`config.mk`:
```
export PLATFORM = sky130hd
export DESIGN_NAME = deadline_slot_allocator_unit
export DESIGN_NICKNAME = d
export VERILOG_FILES = /design/src/rtl/dsa_pkg.sv /design/src/rtl/dsa_sequencer.sv /design/src/rtl/deadline_slot_allocator_unit.sv
export SDC_FILE = /design/constraint.sdc
export NUM_CORES = 1
export LEC_CHECK = 0
export ABC_AREA = 1
export BUFFER_PORTS_ARGS = -buffer_cell sky130_fd_sc_hd__buf_2
export CORE_MARGIN = 3
export CORE_UTILIZATION = 56
export DETAILED_ROUTE_END_ITERATION = 7
export PLACE_DENSITY = 0.76
export SKIP_LAST_GASP = 1
export SLEW_MARGIN = 20
export SYNTH_ARGS = -nofsm -noshare
export SYNTH_HDL_FRONTEND = slang
export SYNTH_SLANG_ARGS = --single-unit
```
`constraint.sdc`:
```
create_clock -name clk -period 2.95 [get_ports clk]
set_clock_uncertainty 0.2 [all_clocks]
set_input_delay 0.59 -clock clk [delete_from_list [all_inputs] [get_ports clk]]
set_output_delay 0.59 -clock clk [all_outputs]
set_load 0.01 [all_outputs]
```
`src/rtl/dsa_pkg.sv`:
```
`timescale 1ns / 1ps
// ----------------------------------------------------------------------------
// Deadline slot allocator package
// Shared constants, stream word widths, microcode word format and the
// control program of the slot allocator sequencer.
// ----------------------------------------------------------------------------
package dsa_pkg;

  localparam int FIELD_W           = 9;
  localparam int MAX_SLOTS_DEFAULT = 256;
  localparam int S_TDATA_W         = 24;
  localparam int M_TDATA_W         = 16;
  localparam logic [FIELD_W-1:0] SLOTS_RESET = 9'd256;

  localparam logic ACTION_CLAIM = 1'b0;
  localparam logic ACTION_CLEAR = 1'b1;

  localparam int STEP_W = 3;
  typedef logic [STEP_W-1:0] step_t;

  localparam step_t STEP_INIT_WIPE = 3'd0;
  localparam step_t STEP_IDLE      = 3'd1;
  localparam step_t STEP_DISPATCH  = 3'd2;
  localparam step_t STEP_SCAN      = 3'd3;
  localparam step_t STEP_POST      = 3'd4;
  localparam step_t STEP_WIPE      = 3'd5;

  typedef logic [2:0] cond_t;

  localparam cond_t COND_ACCEPT    = 3'd0;
  localparam cond_t COND_CLEAR     = 3'd1;
  localparam cond_t COND_SWEEP_END = 3'd2;
  localparam cond_t COND_SCAN_END  = 3'd3;
  localparam cond_t COND_OUT_FREE  = 3'd4;

  typedef struct packed {
    logic  ready;
    logic  load;
    logic  sweep;
    logic  scan;
    logic  post;
    cond_t cond;
    step_t tgt_true;
    step_t tgt_false;
  } ctrl_word_t;

  typedef struct packed {
    logic accept;
    logic is_clear;
    logic sweep_end;
    logic scan_end;
    logic out_free;
  } cond_flags_t;

  function automatic ctrl_word_t ucode_rom(input step_t step);
    ctrl_word_t w;
    w = '0;
    unique case (step)
      STEP_INIT_WIPE: begin
        w.sweep = 1'b1;
        w.cond = COND_SWEEP_END;
        w.tgt_true = STEP_IDLE;
        w.tgt_false = STEP_INIT_WIPE;
      end
      STEP_IDLE: begin
        w.ready = 1'b1;
        w.cond = COND_ACCEPT;
        w.tgt_true = STEP_DISPATCH;
        w.tgt_false = STEP_IDLE;
      end
      STEP_DISPATCH: begin
        w.load = 1'b1;
        w.cond = COND_CLEAR;
        w.tgt_true = STEP_WIPE;
        w.tgt_false = STEP_SCAN;
      end
      STEP_SCAN: begin
        w.scan = 1'b1;
        w.cond = COND_SCAN_END;
        w.tgt_true = STEP_POST;
        w.tgt_false = STEP_SCAN;
      end
      STEP_POST: begin
        w.post = 1'b1;
        w.cond = COND_OUT_FREE;
        w.tgt_true = STEP_IDLE;
        w.tgt_false = STEP_POST;
      end
      STEP_WIPE: begin
        w.sweep = 1'b1;
        w.cond = COND_SWEEP_END;
        w.tgt_true = STEP_POST;
        w.tgt_false = STEP_WIPE;
      end
      default: begin
        w.cond = COND_ACCEPT;
        w.tgt_true = STEP_IDLE;
        w.tgt_false = STEP_IDLE;
      end
    endcase
    return w;
  endfunction

endpackage

```
`src/rtl/dsa_sequencer.sv`:
```
`timescale 1ns / 1ps
// ----------------------------------------------------------------------------
// Deadline slot allocator sequencer
// Step counter over the control program, with a conditional jump per step.
// ----------------------------------------------------------------------------
module dsa_sequencer (
  input  logic                clk,
  input  logic                rst,
  input  dsa_pkg::cond_flags_t flags,
  output dsa_pkg::ctrl_word_t  ctrl
);
  import dsa_pkg::*;

  step_t upc;
  step_t upc_next;
  logic  taken;

  assign ctrl = ucode_rom(upc);

  always_comb begin
    unique case (ctrl.cond)
      COND_ACCEPT:    taken = flags.accept;
      COND_CLEAR:     taken = flags.is_clear;
      COND_SWEEP_END: taken = flags.sweep_end;
      COND_SCAN_END:  taken = flags.scan_end;
      COND_OUT_FREE:  taken = flags.out_free;
      default:        taken = 1'b0;
    endcase
    upc_next = taken ? ctrl.tgt_true : ctrl.tgt_false;
  end

  always_ff @(posedge clk) begin
    if (rst) begin
      upc <= STEP_INIT_WIPE;
    end else begin
      upc <= upc_next;
    end
  end

endmodule

```
`src/rtl/deadline_slot_allocator_unit.sv`:
```
`timescale 1ns / 1ps
// ----------------------------------------------------------------------------
// Deadline slot allocator
// Slot map with claim and clear requests, driven by a microcoded sequencer.
// ----------------------------------------------------------------------------
// The block handles one request at a time. The slot map is a one-bit memory
// with a single read and a single write per cycle, and the scan reads one slot
// per cycle from the latest allowed slot downward. A claim scans down from the
// clamped deadline and ends early when the requested count is reached. A clear
// request rewrites every entry of the map, one per cycle. Either takes longer
// while the previous result word still waits for m_tready. After reset the
// same clearing pass runs before s_tready rises; configuration writes are taken
// at any time.
module deadline_slot_allocator_unit #(
  parameter int MAX_SLOTS = dsa_pkg::MAX_SLOTS_DEFAULT
) (
  input  logic                          clk,
  input  logic                          rst,
  input  logic                          s_tvalid,
  output logic                          s_tready,
  // request_count [8:0], deadline [17:9], zero padding above.
  input  logic [dsa_pkg::S_TDATA_W-1:0] s_tdata,
  // action [0].
  input  logic                          s_tuser,
  output logic                          m_tvalid,
  input  logic                          m_tready,
  // granted [8:0], zero padding above.
  output logic [dsa_pkg::M_TDATA_W-1:0] m_tdata,
  input  logic                          cfg_valid,
  output logic                          cfg_ready,
  input  logic [dsa_pkg::FIELD_W-1:0]   cfg_data
);
  import dsa_pkg::*;

  localparam int ADDR_W = (MAX_SLOTS > 1) ? $clog2(MAX_SLOTS) : 1;
  localparam int RW     = ((ADDR_W > FIELD_W) ? ADDR_W : FIELD_W) + 1;

  ctrl_word_t  ctrl;
  cond_flags_t flags;

  logic [FIELD_W-1:0] slots_in_use;
  logic               act;
  logic [FIELD_W-1:0] want;
  logic [FIELD_W-1:0] dl;
  logic [FIELD_W-1:0] given;
  logic [FIELD_W-1:0] given_next;
  logic [RW-1:0]      rem;
  logic [RW-1:0]      rem_m1;
  logic [RW-1:0]      limit;
  logic [RW-1:0]      eff_dl;
  logic [ADDR_W-1:0]  pend_addr;
  logic               pend_valid;
  logic               rd_data;
  logic               issue;
  logic               grant;
  logic               wr_en;
  logic [ADDR_W-1:0]  wr_addr;
  logic               out_free;
  logic [FIELD_W-1:0] out_data;

  logic slot_free [MAX_SLOTS];

  dsa_sequencer u_seq (
    .clk   (clk),
    .rst   (rst),
    .flags (flags),
    .ctrl  (ctrl)
  );

  assign s_tready  = ctrl.ready;
  assign cfg_ready = 1'b1;
  assign m_tdata   = M_TDATA_W'(out_data);
  assign out_free  = !m_tvalid || m_tready;

  always_comb begin
    limit  = (RW'(slots_in_use) > RW'(MAX_SLOTS)) ? RW'(MAX_SLOTS) : RW'(slots_in_use);
    eff_dl = (RW'(dl) > limit) ? limit : RW'(dl);
    rem_m1 = rem - RW'(1);
    issue  = ctrl.scan && (rem != '0);
    grant  = ctrl.scan && pend_valid && rd_data && (given != want);
    given_next = given + FIELD_W'(grant);
    wr_en   = ctrl.sweep || grant;
    wr_addr = ctrl.sweep ? rem_m1[ADDR_W-1:0] : pend_addr;

    flags.accept    = s_tvalid && s_tready;
    flags.is_clear  = (act == ACTION_CLEAR);
    flags.sweep_end = (rem == RW'(1));
    flags.scan_end  = (given_next == want) || (rem == '0);
    flags.out_free  = out_free;
  end

  always_ff @(posedge clk) begin
    if (wr_en) begin
      slot_free[wr_addr] <= ctrl.sweep;
    end
    if (issue) begin
      rd_data <= slot_free[rem_m1[ADDR_W-1:0]];
    end
  end

  always_ff @(posedge clk) begin
    if (flags.accept) begin
      act  <= s_tuser;
      want <= s_tdata[FIELD_W-1:0];
      dl   <= s_tdata[2*FIELD_W-1:FIELD_W];
    end
    if (issue) begin
      pend_addr <= rem_m1[ADDR_W-1:0];
    end
    if (ctrl.load) begin
      given <= '0;
    end else if (ctrl.scan) begin
      given <= given_next;
    end
    if (ctrl.post && out_free) begin
      out_data <= given;
    end
  end

  always_ff @(posedge clk) begin
    if (rst) begin
      slots_in_use <= SLOTS_RESET;
      rem          <= RW'(MAX_SLOTS);
      pend_valid   <= 1'b0;
      m_tvalid     <= 1'b0;
    end else begin
      if (cfg_valid && cfg_ready) begin
        slots_in_use <= cfg_data;
      end
      if (ctrl.load) begin
        rem <= flags.is_clear ? RW'(MAX_SLOTS) : eff_dl;
      end else if (ctrl.sweep || issue) begin
        rem <= rem_m1;
      end
      pend_valid <= issue;
      if (ctrl.post && out_free) begin
        m_tvalid <= 1'b1;
      end else if (m_tready) begin
        m_tvalid <= 1'b0;
      end
    end
  end

endmodule

```
# [After elaboration in Yosys (flattened, before gate mapping)]
# Memories as Yosys holds them, arrays and structs flattened. A register that Yosys moved wholly into a read port is not among the register bits.
# Index checks and enable logic that the tools add are counted.
# Widths: inputs -> output; s select.
[classes] addsub=2 muxes=18 reduce_logical=18 n_eq_ne=12 order_cmp=2
[ops] cell="$pmux 9 s6" n=1
[ops] cell="$mux 9" n=3
[ops] cell="$mux 10" n=2
[ops] cell="$eq 3x2->1 const B" n=4
[ops] cell="$eq 10x1->1 const B" n=1
[ops] cell="$logic_not 10->1" n=1
[ops] cell="$reduce_bool 10->1" n=1
[ops] cell="$sub 10x1->10 const B" n=1
[ops] cell="$add 9x1->9" n=1
[ops] cell="$eq 3x3->1 const B" n=3
[ops] cell="$eq 9x9->1" n=1
[ops] cell="$gt 9x9->1" n=1
[ops] cell="$gt 9x9->1 const B" n=1
[ops] cell="$mux 1" n=9
[ops] cell="$ne 9x9->1" n=1
[ops] cell="$mux 8" n=1
[ops] cell="$eq 3x1->1 const B" n=2
[ops] cell="$logic_and 1x1->1" n=6
[ops] cell="$logic_not 3->1" n=2
[ops] cell="$pmux 1 s5" n=1
[ops] cell="$logic_or 1x1->1" n=4
[ops] cell="$reduce_bool 2->1" n=2
[ops] cell="$mux 3" n=1
[ops] cell="$reduce_or 2->1" n=1
[ops] cell="$logic_not 1->1" n=1
[word_totals] input_bits=39 ram_bits=256 output_inout_bits=19 memories=1 word_cells=64 regBits=69
[memory_table] memory="slot_free" words=256 word_bits=1 read_ports=1 rd_clocked_by_memory_dff=1 wr=1 line="deadline_slot_allocator_unit.sv:61" rtl="logic slot_free [MAX_SLOTS];"

# [Longest topological paths before layout]
# Gate-level depths: netlist of the first run.
[depth] ltp_word=10 depth_mapped=24 depth_no_buf=24

# [By module]
# A second synthesis of the first run with hierarchy kept.
[hier_totals] hier_cells=1673 hier_area_um2=15941.5
[modules_own_cells] module="deadline_slot_allocator_unit" n_inst=1 area_each_um2=15636.2 cells_each=1622
[modules_own_cells] module="dsa_sequencer" n_inst=1 area_each_um2=305.3 cells_each=51

# [Least setup slack after synthesis of the first run]
# Ideal clock, no wire load.
[synth_path] path_kind="register to register" from="register rem[0]" to="memory slot_free[226] (enable)" arrival_time_ns=2.548 stages_incl_launch_ff=14 n_path_buf=3 synth_period_minus_slack_ns=3.046 slack_ns=-0.096 setup_time_ns=0.298 cell_sequence="dfxtp_1 -> inv_2 -> clkbuf_1 -> clkbuf_1 -> ha_1 -> nand2_4 -> xor2_4 -> nand2_2 -> o21ai_4 -> inv_6 -> nor2_4 -> nand2_4 -> buf_2 -> nor2_1"
[synth_between] elab_chain_cells=2
[synth_rtl] item="start: declaration" line="deadline_slot_allocator_unit.sv:47" rtl="logic [RW-1:0] rem;"
[synth_rtl] item="start signal: assignment" line="deadline_slot_allocator_unit.sv:123" rtl="rem <= RW'(MAX_SLOTS);"
[synth_rtl] item="start signal: assignment" line="deadline_slot_allocator_unit.sv:131" rtl="rem <= flags.is_clear ? RW'(MAX_SLOTS) : eff_dl;"
[synth_rtl] item="start signal: assignment" line="deadline_slot_allocator_unit.sv:133" rtl="rem <= rem_m1;"
[synth_rtl] item="$sub 10x1->10" line="deadline_slot_allocator_unit.sv:78" rtl="rem_m1 = rem - RW'(1);"
[synth_rtl] item="named net rem_m1[0]" line="deadline_slot_allocator_unit.sv:48" rtl="logic [RW-1:0] rem_m1;"
[synth_rtl] item="$mux 8" line="deadline_slot_allocator_unit.sv:83" rtl="wr_addr = ctrl.sweep ? rem_m1[ADDR_W-1:0] : pend_addr;"
[synth_rtl] item="end: declaration" line="deadline_slot_allocator_unit.sv:61"
# The timed path passes the listed nets, and every way through them passes these cells.

# [Worst setup path after layout of the first run]
[layout_path] from="register u_seq.upc[1]" to="memory slot_free[230] (enable)"
[layout_between] elab_chain_cells=8 elab_cells_between_ends=13
[layout_rtl] item="start: declaration" line="dsa_sequencer.sv:14" rtl="step_t upc;"
[layout_rtl] item="start signal: assignment" line="dsa_sequencer.sv:36" rtl="upc <= upc_next;"
[layout_rtl] item="$eq 3x2->1" line="dsa_pkg.sv:58" rtl="unique case (step)"
[layout_rtl] item="$mux 1" line="dsa_pkg.sv:58"
[layout_rtl] item="$logic_and 1x1->1 (3 in series)" line="deadline_slot_allocator_unit.sv:80" rtl="grant = ctrl.scan && pend_valid && rd_data && (given != want);"
[layout_rtl] item="$logic_or 1x1->1" line="deadline_slot_allocator_unit.sv:82" rtl="wr_en = ctrl.sweep || grant;"
[layout_rtl] item="$mux 1" line="deadline_slot_allocator_unit.sv:93" rtl="if (wr_en) begin"
[layout_rtl] item="$mux 1 (not written as such)" line="deadline_slot_allocator_unit.sv:94" rtl="slot_free[wr_addr] <= ctrl.sweep;"
# Several ways; a longest one is shown, not always the timed one.

==> impl_results.md, run 1 <==
- Vias in the first global route: 11,100
- Via/cell ratio: 5.71
- Initial Util: 57.6%
- Total Wirelength: 37,400 µm
- Setup violations, final: 0
- Antenna cells: 0
- Comb pwr share: 48.6%
- Area Growth Syn to Fin: 11.9%
- FF+latch area: 9460 µm²
- Number of max-cap violations: 0
- Sw Share: about 44%
- Maximum vdd ir drop: 0.818 mV
- Routed wire per std cell: between 15 and 20 µm
- CTS tree: done
- Leak pwr: ~6.3 nW
- Max Fanout on Critical Path: 26
- Post-route setup slack: 0.101 ns
- Worst-Margin Slew: ~0.84 ns
- Largest net degree at the start of global routing: between 100 and 150
- Crit path cell chain: nor2_1, inv_1, o21ai_4, buf_12, o21ai_0, inv_1, nand2_1, nor2_4, nand2_2, nor2_1
- Die W: 174 µm
- Async SR Flop Fraction: 0%
- Total track usage: 24.4%
- Avg Inst Size Synth: around 10 µm²
- Post-Syn Instances: ~1,600
- Register area share after synthesis: 60.1%
- Clk buf depth: 3
- CP Launch Type: flip-flop
- FP Rows: 60
- Multi-input logic area: 5580 µm²
- Fill cell count: 2,126
- Chip height: around 170 µm
- Crit end category: flip-flop
- Mapped cell area: 15,700 µm²
- H-Tree Depth: 2
- Initial antenna violation count: 0
- Grt ovf: 0
- Slowest CP cell: nand2_2
- Period minus WS final: 2.85 ns
- Hold buffers post-CTS: 0
- Most frequent cells in the layout: nor2_1, edfxtp_1, o21ai_0
- Final core utilization: 64.5%
- Clk_lat worst skew: 0.51 ns
- Share of cells above drive strength 1: between 10% and 20%
- Max_slew headroom: between 40% and 50%
- Final RePlAce weighted congestion: 0.880
- Top FF cell, synth: edfxtp_1
- 1st-iter DRT viols: about 1,500
- Register share of total power: between 30% and 40%
- Hold crit path type: in -> reg
- Final period util: 96.6%
- Status: finished, final reports clean
- Post-route ant nets: 0
- Distinct cells, synth: 52
- CP arrival: 2.86 ns
- DP Worst Slack: -0.0724 ns
- Clock Pin Slew Worst Setup and Hold Paths: 0.06 ns
- Core Footprint: approximately 27,000 µm²
- HPWL Detailed: 21,800 µm
- Yosys warns: 0
- PwrDens: 1160 nW/µm²
- First-pass GRT wire length: ~59,000 µm
- Final Hold Viols: 0
- RSZ-0062 raised after global routing: true
- Max Fclk: 351 MHz
- Setup CP Type: reg -> reg
- Clk sinks: between 300 and 400
- Max-slew violations: 0
- Root buf cell: clkbuf_16
- Port Buffers: 43
- Die area: 30,200 µm²
- 1st-pass router iterations: 5
- EDFF count, synth: ~290
- IO Pins: 58
- Commonest non-fill, non-tap cell in the layout: nor2_1
- Post-layout nets: 1,705
- CP Data Required Time: 2.96 ns
- Routed via count: 11,700
- Clock power share: 21.1%
- Drt drc: 0
- CTS Buf Count: 35
- Synthesized flop and latch total: 326
- Internal: 0.0114 W
- Psw: roughly 0.0090 W
- CP max stage delay: around 0.40 ns
==> stage by stage <==
stage               total power, W  cell area (µm²)   TNS, ns  cells  hold slack (ns)
detailed placement          0.0159            16300    -0.137   1981            0.274
floorplan                   0.0131            15800         0   1609            0.248
finish                      0.0204            17600         0   2046           0.0503
CTS                         0.0202            17500  -0.00421   2040           0.0299
global placement            0.0157            16300    -0.110   1981            0.266
global route                0.0215            17600    -0.344   2046           0.0362
==> final timing paths <==
kind | startpoint | endpoint | slack, ns | cells past startpoint
setup reg to reg | u_seq.upc[1] | slot_free[230] | 0.10 | 10
hold / removal | s_tdata[17] | dl[8] | 0.05 | 1
hold reg to reg | given[5] | out_data[5] | 0.29 | 0
setup / recovery | u_seq.upc[1] | slot_free[230] | 0.10 | 10
==> layer usage <==
metal	GRT usage (%)	share of wire, %	vias to the layer above
li1	-	-	5481
met1	32.3	40	5554
met2	39.7	47	529
met3	4.56	8.4	110
met4	10.7	3.9	0
met5	0	0	-
==> logic make-up after synthesis <==
kind of cell             count (synthesis)  synth area share, %
adder cells (fa/ha/maj)                 13                 1.03
other                                    2               0.0477
AO/OA/AOI/OAI                          251                 9.08
AND/OR/NAND/NOR                        840                 23.5
flip-flops                             326                 60.1
buffers and inverters                  162                 5.53
XOR/XNOR                                 9                0.715
==> worst max-delay path: cells and delay by family, from the launching register on <==
| family | cells | cell delay (ns) |
|---|---|---|
| AND/OR/NAND/NOR | 5 | 1.19 |
| buffers and inverters | 3 | 0.44 |
| AO/OA/AOI/OAI | 2 | 0.35 |
| flip-flops | 1 | 0.34 |
==> Yosys cell counts (6+ instances only) <==
master,count,area (µm²)
o211ai_1,32,240
inv_1,49,184
nor2_2,15,93.8
nand3_1,78,390
inv_2,10,37.5
nand2_2,21,131
nand2_4,19,214
clkbuf_1,45,169
nor2_4,9,101
a21oi_1,26,130
nor2_8,6,120
buf_6,22,248
nor2_1,497,1870
ha_1,13,163
dfxtp_1,33,661
o21ai_0,175,876
buf_2,14,70.1
buf_4,10,75.1
nand2_1,178,668
edfxtp_1,293,8800
==> what timing repair did <==
action	4_1_cts	5_1_grt
gates resized for setup	4	28
buffers inserted	1	6
setup endpoints to repair	3	22
pin swaps	2	14
==> cell type report <==
cell class              count  share of cell area (%)
clock buffers              48                    5.60
clock inverters            10                   0.696
inverters                  65                    1.50
multi-input cells        1121                    31.7
flip-flops and latches    326                    53.7
well taps                 372                    2.64
repair buffers            104                    4.20
==> power by group through the flow <==
stage / Combinational (W) / Clock (W) / Sequential [W]
2_1_floorplan: 0.00681 / 0 / 0.00626
3_3_place_gp: 0.00944 / 0 / 0.00626
3_5_place_dp: 0.00961 / 0 / 0.00627
4_1_cts: 0.00969 / 0.00435 / 0.00617
5_1_grt: 0.0107 / 0.00452 / 0.00620
6_report: 0.00990 / 0.00430 / 0.00617
==> registers in the layout, summed over array words and instances, names as in the netlist <==
| signal | cells |
|---|---|
| rem | 10 |
| pend_valid | 1 |
| act | 1 |
| rd_data | 1 |
| dl | 9 |
| pend_addr | 8 |
| out_data | 9 |
| m_tvalid | 1 |
| slot_free | 256 |
| u_seq.upc | 3 |
| given | 9 |
| want | 9 |
| slots_in_use | 9 |
Note: power is estimated with default switching activity, not from simulation.
==> run 2: changes to the inputs <==
--- a/config.mk
+++ b/config.mk
@@ -11,6 +11,7 @@
 export CORE_UTILIZATION = 56
 export DETAILED_ROUTE_END_ITERATION = 7
 export PLACE_DENSITY = 0.76
+export SETUP_SLACK_MARGIN = 0.15
 export SKIP_LAST_GASP = 1
 export SLEW_MARGIN = 20
 export SYNTH_ARGS = -nofsm -noshare
==> impl_results.md, run 2 (synthesis gave the netlist of run 1 again) <==
- Crit end category: flip-flop
- Final RePlAce weighted congestion: 0.867 (-1.5%)
- Drt drc: 0 (unchanged)
- Most frequent cells in the layout: nor2_1, edfxtp_1, o21ai_0
- HPWL Detailed: 21,300 µm (-2.3%)
- First-pass GRT wire length: 58,400 µm (-1.0%)
- H-Tree Depth: 2 (unchanged)
- Period minus WS final: 2.89 ns (+0.0393 ns)
- Maximum vdd ir drop: 0.859 mV (+5.0%)
- Area Growth Syn to Fin: 15.0%
- Crit path cell chain: xor2_1, nor4_1, nand3_1, and2_4, ha_4, ha_4, nand2_1, nand2_1, nand2_1, nor2_1, nand4_1, nor2_1, nand2_1, nand2_1, nand2_2, nand3_2, nand2_2, inv_2, nor2_1
- Power after layout: 0.0214 W (+4.9%)
- Initial antenna violation count: 1 (+1)
- Chip height: 174 µm (unchanged)
- Number of max-cap violations: 0 (unchanged)
- Most flops, register: slot_free
- Max-slew violations: 0 (unchanged)
- Die W: 174 µm (unchanged)
- CP arrival: 3.10 ns (+0.24 ns)
- Max Fclk: 346 MHz (-1.4%)
- Setup CP Type: reg -> reg
- Fill cell count: 2,058 (-3.2%)
- Share of cells above drive strength 1: 18.2% (+1.4 points)
- Clk_lat worst skew: 0.52 ns (about the same)
- Setup violations, final: 0 (unchanged)
- Antenna cells: 0 (unchanged)
- Total track usage: 24.1% (-0.31 points)
- Routed wire per std cell: 18.8 µm (+3.1%)
- Initial Util: 57.6% (unchanged)
- Max FFs per register: 256 (unchanged)
- Top cell by count, worst path: nand2_1
- Max_slew headroom: 46.7% (+2.7 points)
- Core Footprint: 27,300 µm² (unchanged)
- Grt ovf: 0 (unchanged)
- CTS tree: done
- Hold buffers post-CTS: 0 (unchanged)
- Largest regs: slot_free: 256 flops, rem: 10 flops
- Largest net degree at the start of global routing: 205 (+50%)
- Final core utilization: 66.2% (+1.8 points)
- Via/cell ratio: 5.77 (+1.1%)
- Status: finished, final reports clean
- Commonest non-fill, non-tap cell in the layout: nor2_1
- RSZ-0062 raised after global routing: true
- Total Wirelength: 39,100 µm (+4.5%)
- FP Rows: 60 (unchanged)
- Post-layout nets: 1,727 (+1.3%)
- 1st-iter DRT viols: 1,352 (-10%)
- Worst-Margin Slew: 0.800 ns (-0.0410 ns)
- Final Hold Viols: 0 (unchanged)
- Port Buffers: 43 (unchanged)
- PwrDens: 1180 nW/µm² (+2.1%)
- Clk sinks: 326 (unchanged)
- CTS Buf Count: 36 (+2.9%)
- Hold crit path type: in -> reg
- Slowest CP cell: edfxtp_1
- Final period util: 97.9% (+1.3 points)
- IO Pins: 58 (unchanged)
- CP Launch Type: flip-flop
- Vias in the first global route: 11,200 (+0.59%)
- Leak pwr: 6.47 nW (+2.2%)
- Die area: 30,200 µm² (unchanged)
- Post-route ant nets: 0 (unchanged)
- Root buf cell: clkbuf_16
- CP max stage delay: 0.40 ns (about the same)
- Clk buf depth: 3 (unchanged)
- 1st-pass router iterations: 5 (unchanged)
- Max Fanout on Critical Path: 4 (-85%)
- Routed via count: 12,000 (+2.5%)
- CP Data Required Time: 3.16 ns (+0.20 ns)
- Clock Pin Slew Worst Setup and Hold Paths: 0.06 ns (about the same)
==> run 2: changes by cell type in the layout (fill, tap and decap cells not counted), moves of 3 or more <==
cell,change
buf_8,+6
nand2_2,-9
buf_6,+7
clkinv_2,+7
buf_12,+4
nor2_1,-6
nand2_8,+11
clkinv_1,+3
nor2_4,+7
==> run 2: final timing paths <==
kind / to / from / slack (ns) / cells past startpoint
min reg2reg: out_data[4] / given[4] / 0.30 / 0
max reg2reg: u_seq.upc[0] / want[1] / 0.06 / 19
min: dl[1] / s_tdata[10] / 0.05 / 1
max: u_seq.upc[0] / want[1] / 0.06 / 19
==> run 2: per-stage QoR <==
step | cells | TNS, ns | setup slack, ns | cell area, µm² | hold slack (ns)
floorplan | 1609 | 0 | 0.161 | 15800 | 0.248
global placement | 1982 | 0 | 0.00803 | 16300 | 0.266
detailed placement | 1982 | -0.0723 | -0.0407 | 16300 | 0.276
CTS | 2052 | 0 | 0.0507 | 17500 | 0.0343
global route | 2073 | -0.364 | -0.156 | 18100 | 0.0426
finish | 2073 | 0 | 0.0616 | 18100 | 0.0501
==> run 2: area by class of cell <==
class / instances / area, µm² / area share, %
sequential: 326 / 9460 / 52.3
timing repair buffer: 120 / 998 / 5.52
multi-input combinational: 1125 / 5820 / 32.2
clock buffer: 47 / 973 / 5.38
timing repair inverter: 1 / 5.00 / 0.0276
clock inverter: 17 / 108 / 0.594
tap: 372 / 465 / 2.57
inverter: 65 / 265 / 1.47
==> run 2: metal layers <==
| metal | GRT usage (%) | up-vias | part of all wire [%] |
|---|---|---|---|
| met2 | 41.4 | 571 | 50 |
| li1 | - | 5540 | - |
| met4 | 7.88 | 2 | 3.3 |
| met3 | 3.79 | 102 | 8.7 |
| met1 | 31.6 | 5749 | 38 |
| met5 | 0 | - | 0.023 |
==> run 2: power breakdown <==
group / leakage, nW / internal (W) / switching (W)
clock: 0.536 / 0.00241 / 0.00174
combinational: 3.05 / 0.00328 / 0.00774
sequential: 2.88 / 0.00602 / 0.000159
==> run 2: critical path, delay by kind of cell, from the launching register on <==
kind                     cells  cell delay, ns
AND/OR/NAND/NOR             15            1.51
adder cells (fa/ha/maj)      2            0.44
flip-flops                   1            0.40
XOR/XNOR                     1            0.19
buffers and inverters        1            0.05
==> run 2: repair_timing <==
item	4_1_cts	5_1_grt
cloned	0	6
setup buffers	6	15
endpoints found under the setup margin	49	267
pin swaps	4	32
resized for setup	15	79
==> run 3: changes to the inputs <==
--- a/config.mk
+++ b/config.mk
@@ -10,7 +10,7 @@
 export CORE_MARGIN = 3
 export CORE_UTILIZATION = 56
 export DETAILED_ROUTE_END_ITERATION = 7
-export PLACE_DENSITY = 0.76
+export PLACE_DENSITY = 0.73
 export SETUP_SLACK_MARGIN = 0.15
 export SKIP_LAST_GASP = 1
 export SLEW_MARGIN = 20
==> constraint.sdc (replaced) <==
create_clock -name clk -period 2.7 [get_ports clk]
set_clock_uncertainty 0.2 [all_clocks]
set_input_delay 0.54 -clock clk [delete_from_list [all_inputs] [get_ports clk]]
set_output_delay 0.54 -clock clk [all_outputs]
set_load 0.01 [all_outputs]
==> impl_results.md, run 3 (synthesis gave the netlist of run 1 again) <==
- Status: finished, violations left
- Failing checks: setup timing
- CP Data Required Time: 2.91 ns (-0.25 ns)
- HPWL Detailed: 22,300 µm (+4.5%)
- Reg2Reg Setup Slack: -0.15 ns (-0.21 ns)
- H-Tree Depth: 2 (unchanged)
- CP max stage delay: 0.41 ns (about the same)
- Vias in the first global route: 11,900 (+6.1%)
- FP Rows: 60 (unchanged)
- Initial antenna violation count: 0 (-1)
- Total track usage: 26.3% (+2.2 points)
- Final instance area: 21,900 µm² (+21%)
- RSZ-0062 raised after global routing: true
- Crit path cell chain: nand2_1, o21ai_1, nor4_1, nand3_1, and2_4, ha_4, ha_4, nand2_2, nand2_1, nand2_1, nor2_1, nand4_1, nor2_1, nand2_1, nand2_1, nand2_2, nand3_2, nand2_1, inv_1, nor2_1
- Setup violations, final: 24 (+24)
- Core Footprint: 27,300 µm² (unchanged)
- Root buf cell: clkbuf_16
- Area after DPL: 16,900 µm² (+3.5%)
- Post-layout nets: 1,860 (+7.7%)
- IO Pins: 58 (unchanged)
- Via/cell ratio: 6.29 (+8.9%)
- Clk sinks: 326 (unchanged)
- Worst-Margin Slew: 0.886 ns (+0.0857 ns)
- Antenna cells: 0 (unchanged)
- Worst hold start: s_tdata[3]
- 1st-pass router iterations: 5 (unchanged)
- Share of cells above drive strength 1: 37.2% (+19 points)
- Commonest non-fill, non-tap cell in the layout: edfxtp_1
- Max Fclk: 351 MHz (+1.5%)
- Period minus WS final: 2.85 ns (-0.0421 ns)
- Hold crit path type: in -> reg
- Clock Pin Slew Worst Setup and Hold Paths: 0.06 ns (about the same)
- Area Growth Syn to Fin: 39.3%
- Worst reg2reg path depth: 20 (+1)
- Total Wirelength: 54,400 µm (+39%)
- First-pass GRT wire length: 62,900 µm (+7.8%)
- Crit path launch: want[7]
- Crit end category: flip-flop
- CP Capture Point: u_seq.upc[2]
- Setup CP Type: reg -> reg
- Largest net degree at the start of global routing: 133 (-35%)
- CTS Buf Count: 35 (-2.8%)
- 1st-iter DRT viols: 2,192 (+62%)
- CP arrival: 3.05 ns (-0.05 ns)
- Largest regs: slot_free: 256 flops, rem: 10 flops
- Worst R2R Start: want[7]
- Die W: 174 µm (unchanged)
- Max FFs per register: 256 (unchanged)
- Most flops, register: slot_free
- Routed wire per std cell: 24.7 µm (+31%)
- Fill cell count: 1,531 (-26%)
- CTS tree: done
- Top cell by count, worst path: nand2_1
- Drt drc: 0 (unchanged)
- Clk_lat worst skew: 0.54 ns (+0.02 ns)
- Routed via count: 13,800 (+16%)
- Number of max-cap violations: 0 (unchanged)
- Grt ovf: 0 (unchanged)
- Die area: 30,200 µm² (unchanged)
- Initial Util: 57.6% (unchanged)
- Most frequent cells in the layout: edfxtp_1, nor2_1, nor2_4
- Reg-to-reg endpoint: u_seq.upc[2]
- Final Hold Viols: 0 (unchanged)
- Post-route ant nets: 0 (unchanged)
- Port Buffers: 43 (unchanged)
- Max Fanout on Critical Path: 4 (unchanged)
- Final RePlAce weighted congestion: 0.900 (+3.8%)
- Clk buf depth: 3 (unchanged)
- Chip height: 174 µm (unchanged)
- CP Launch Type: flip-flop
- Post-route setup slack: -0.146 ns (-0.208 ns)
- Slowest CP cell: edfxtp_1
- Max-slew violations: 0 (unchanged)
- Final period util: 105% (+7.5 points)
- Max_slew headroom: 40.9% (-5.7 points)
run 3: cell count changes in the layout (fill, tap and decap cells not counted), moves of 25 or more:
cell and change:
buf_4 +25, nor2_2 +34, buf_6 +34, buf_12 +35
nor2_4 +176, nor2_1 -210, nand2_8 +35
run 3: routing by layer:
layer / routed length (µm) / GRT usage [%] / up-vias
li1: - / - / 5845
met1: 18200 / 34.3 / 6554
met2: 25400 / 43.5 / 1107
met3: 6670 / 4.45 / 340
met4: 4150 / 11.4 / 0
met5: 0 / 0 / -
run 3: timing repair:
item | 4_1_cts | 5_1_grt
gates cloned | 4 | 32
endpoints found under the hold margin | 16 | 0
hold buffers | 16 | 0
setup buffers | 36 | 50
endpoints found under the setup margin | 381 | 394
pin swaps | 44 | 151
resized for setup | 70 | 476
run 3: critical path: cells and delay by family (launching register included):
family	cells	cell delay [ns]
buf+inv	1	0.05
flops	1	0.41
compound gates	1	0.06
simple gates	16	1.58
fa+ha+maj	2	0.44
run 3: worst min-delay path by stage:
stage | endpoint | slack, ns | depth (start not counted)
floorplan | slots_in_use[2] | 0.25 | 2
global placement | out_data[0] | 0.27 | 0
detailed placement | out_data[0] | 0.28 | 0
CTS | want[3] | 0.007 | 1
global route | want[3] | 0.007 | 1
finish | want[3] | 0.01 | 1
run 3: layout make-up:
| class | count | area (µm²) | share of cell area [%] |
|---|---|---|---|
| Clock inverter | 16 | 95.1 | 0.434 |
| Timing Repair inverter | 1 | 7.51 | 0.0342 |
| Clock buffer | 44 | 950 | 4.33 |
| Inverter | 65 | 280 | 1.28 |
| Sequential cell | 326 | 9480 | 43.2 |
| Multi-Input combinational cell | 1141 | 7970 | 36.3 |
| Timing Repair Buffer | 238 | 2690 | 12.2 |
| Tap cell | 372 | 465 | 2.12 |
run 3: per-stage QoR:
step                cells  hold slack [ns]  setup TNS (ns)  worst slack (ns)  util, %
global placement     2005            0.269          -0.272            -0.112     61.9
CTS                  2121          0.00699          -0.340            -0.135     69.1
floorplan            1609            0.248               0            0.0463        -
finish               2203           0.0147           -1.01            -0.146     80.3
detailed placement   2005            0.277          -0.433            -0.152     61.9
global route         2203          0.00693           -5.71            -0.308     80.3
Power of run 3 is left out: the tool's default activity adds up to more than one toggle a clock period on the data nets, which glitch-free logic cannot reach.
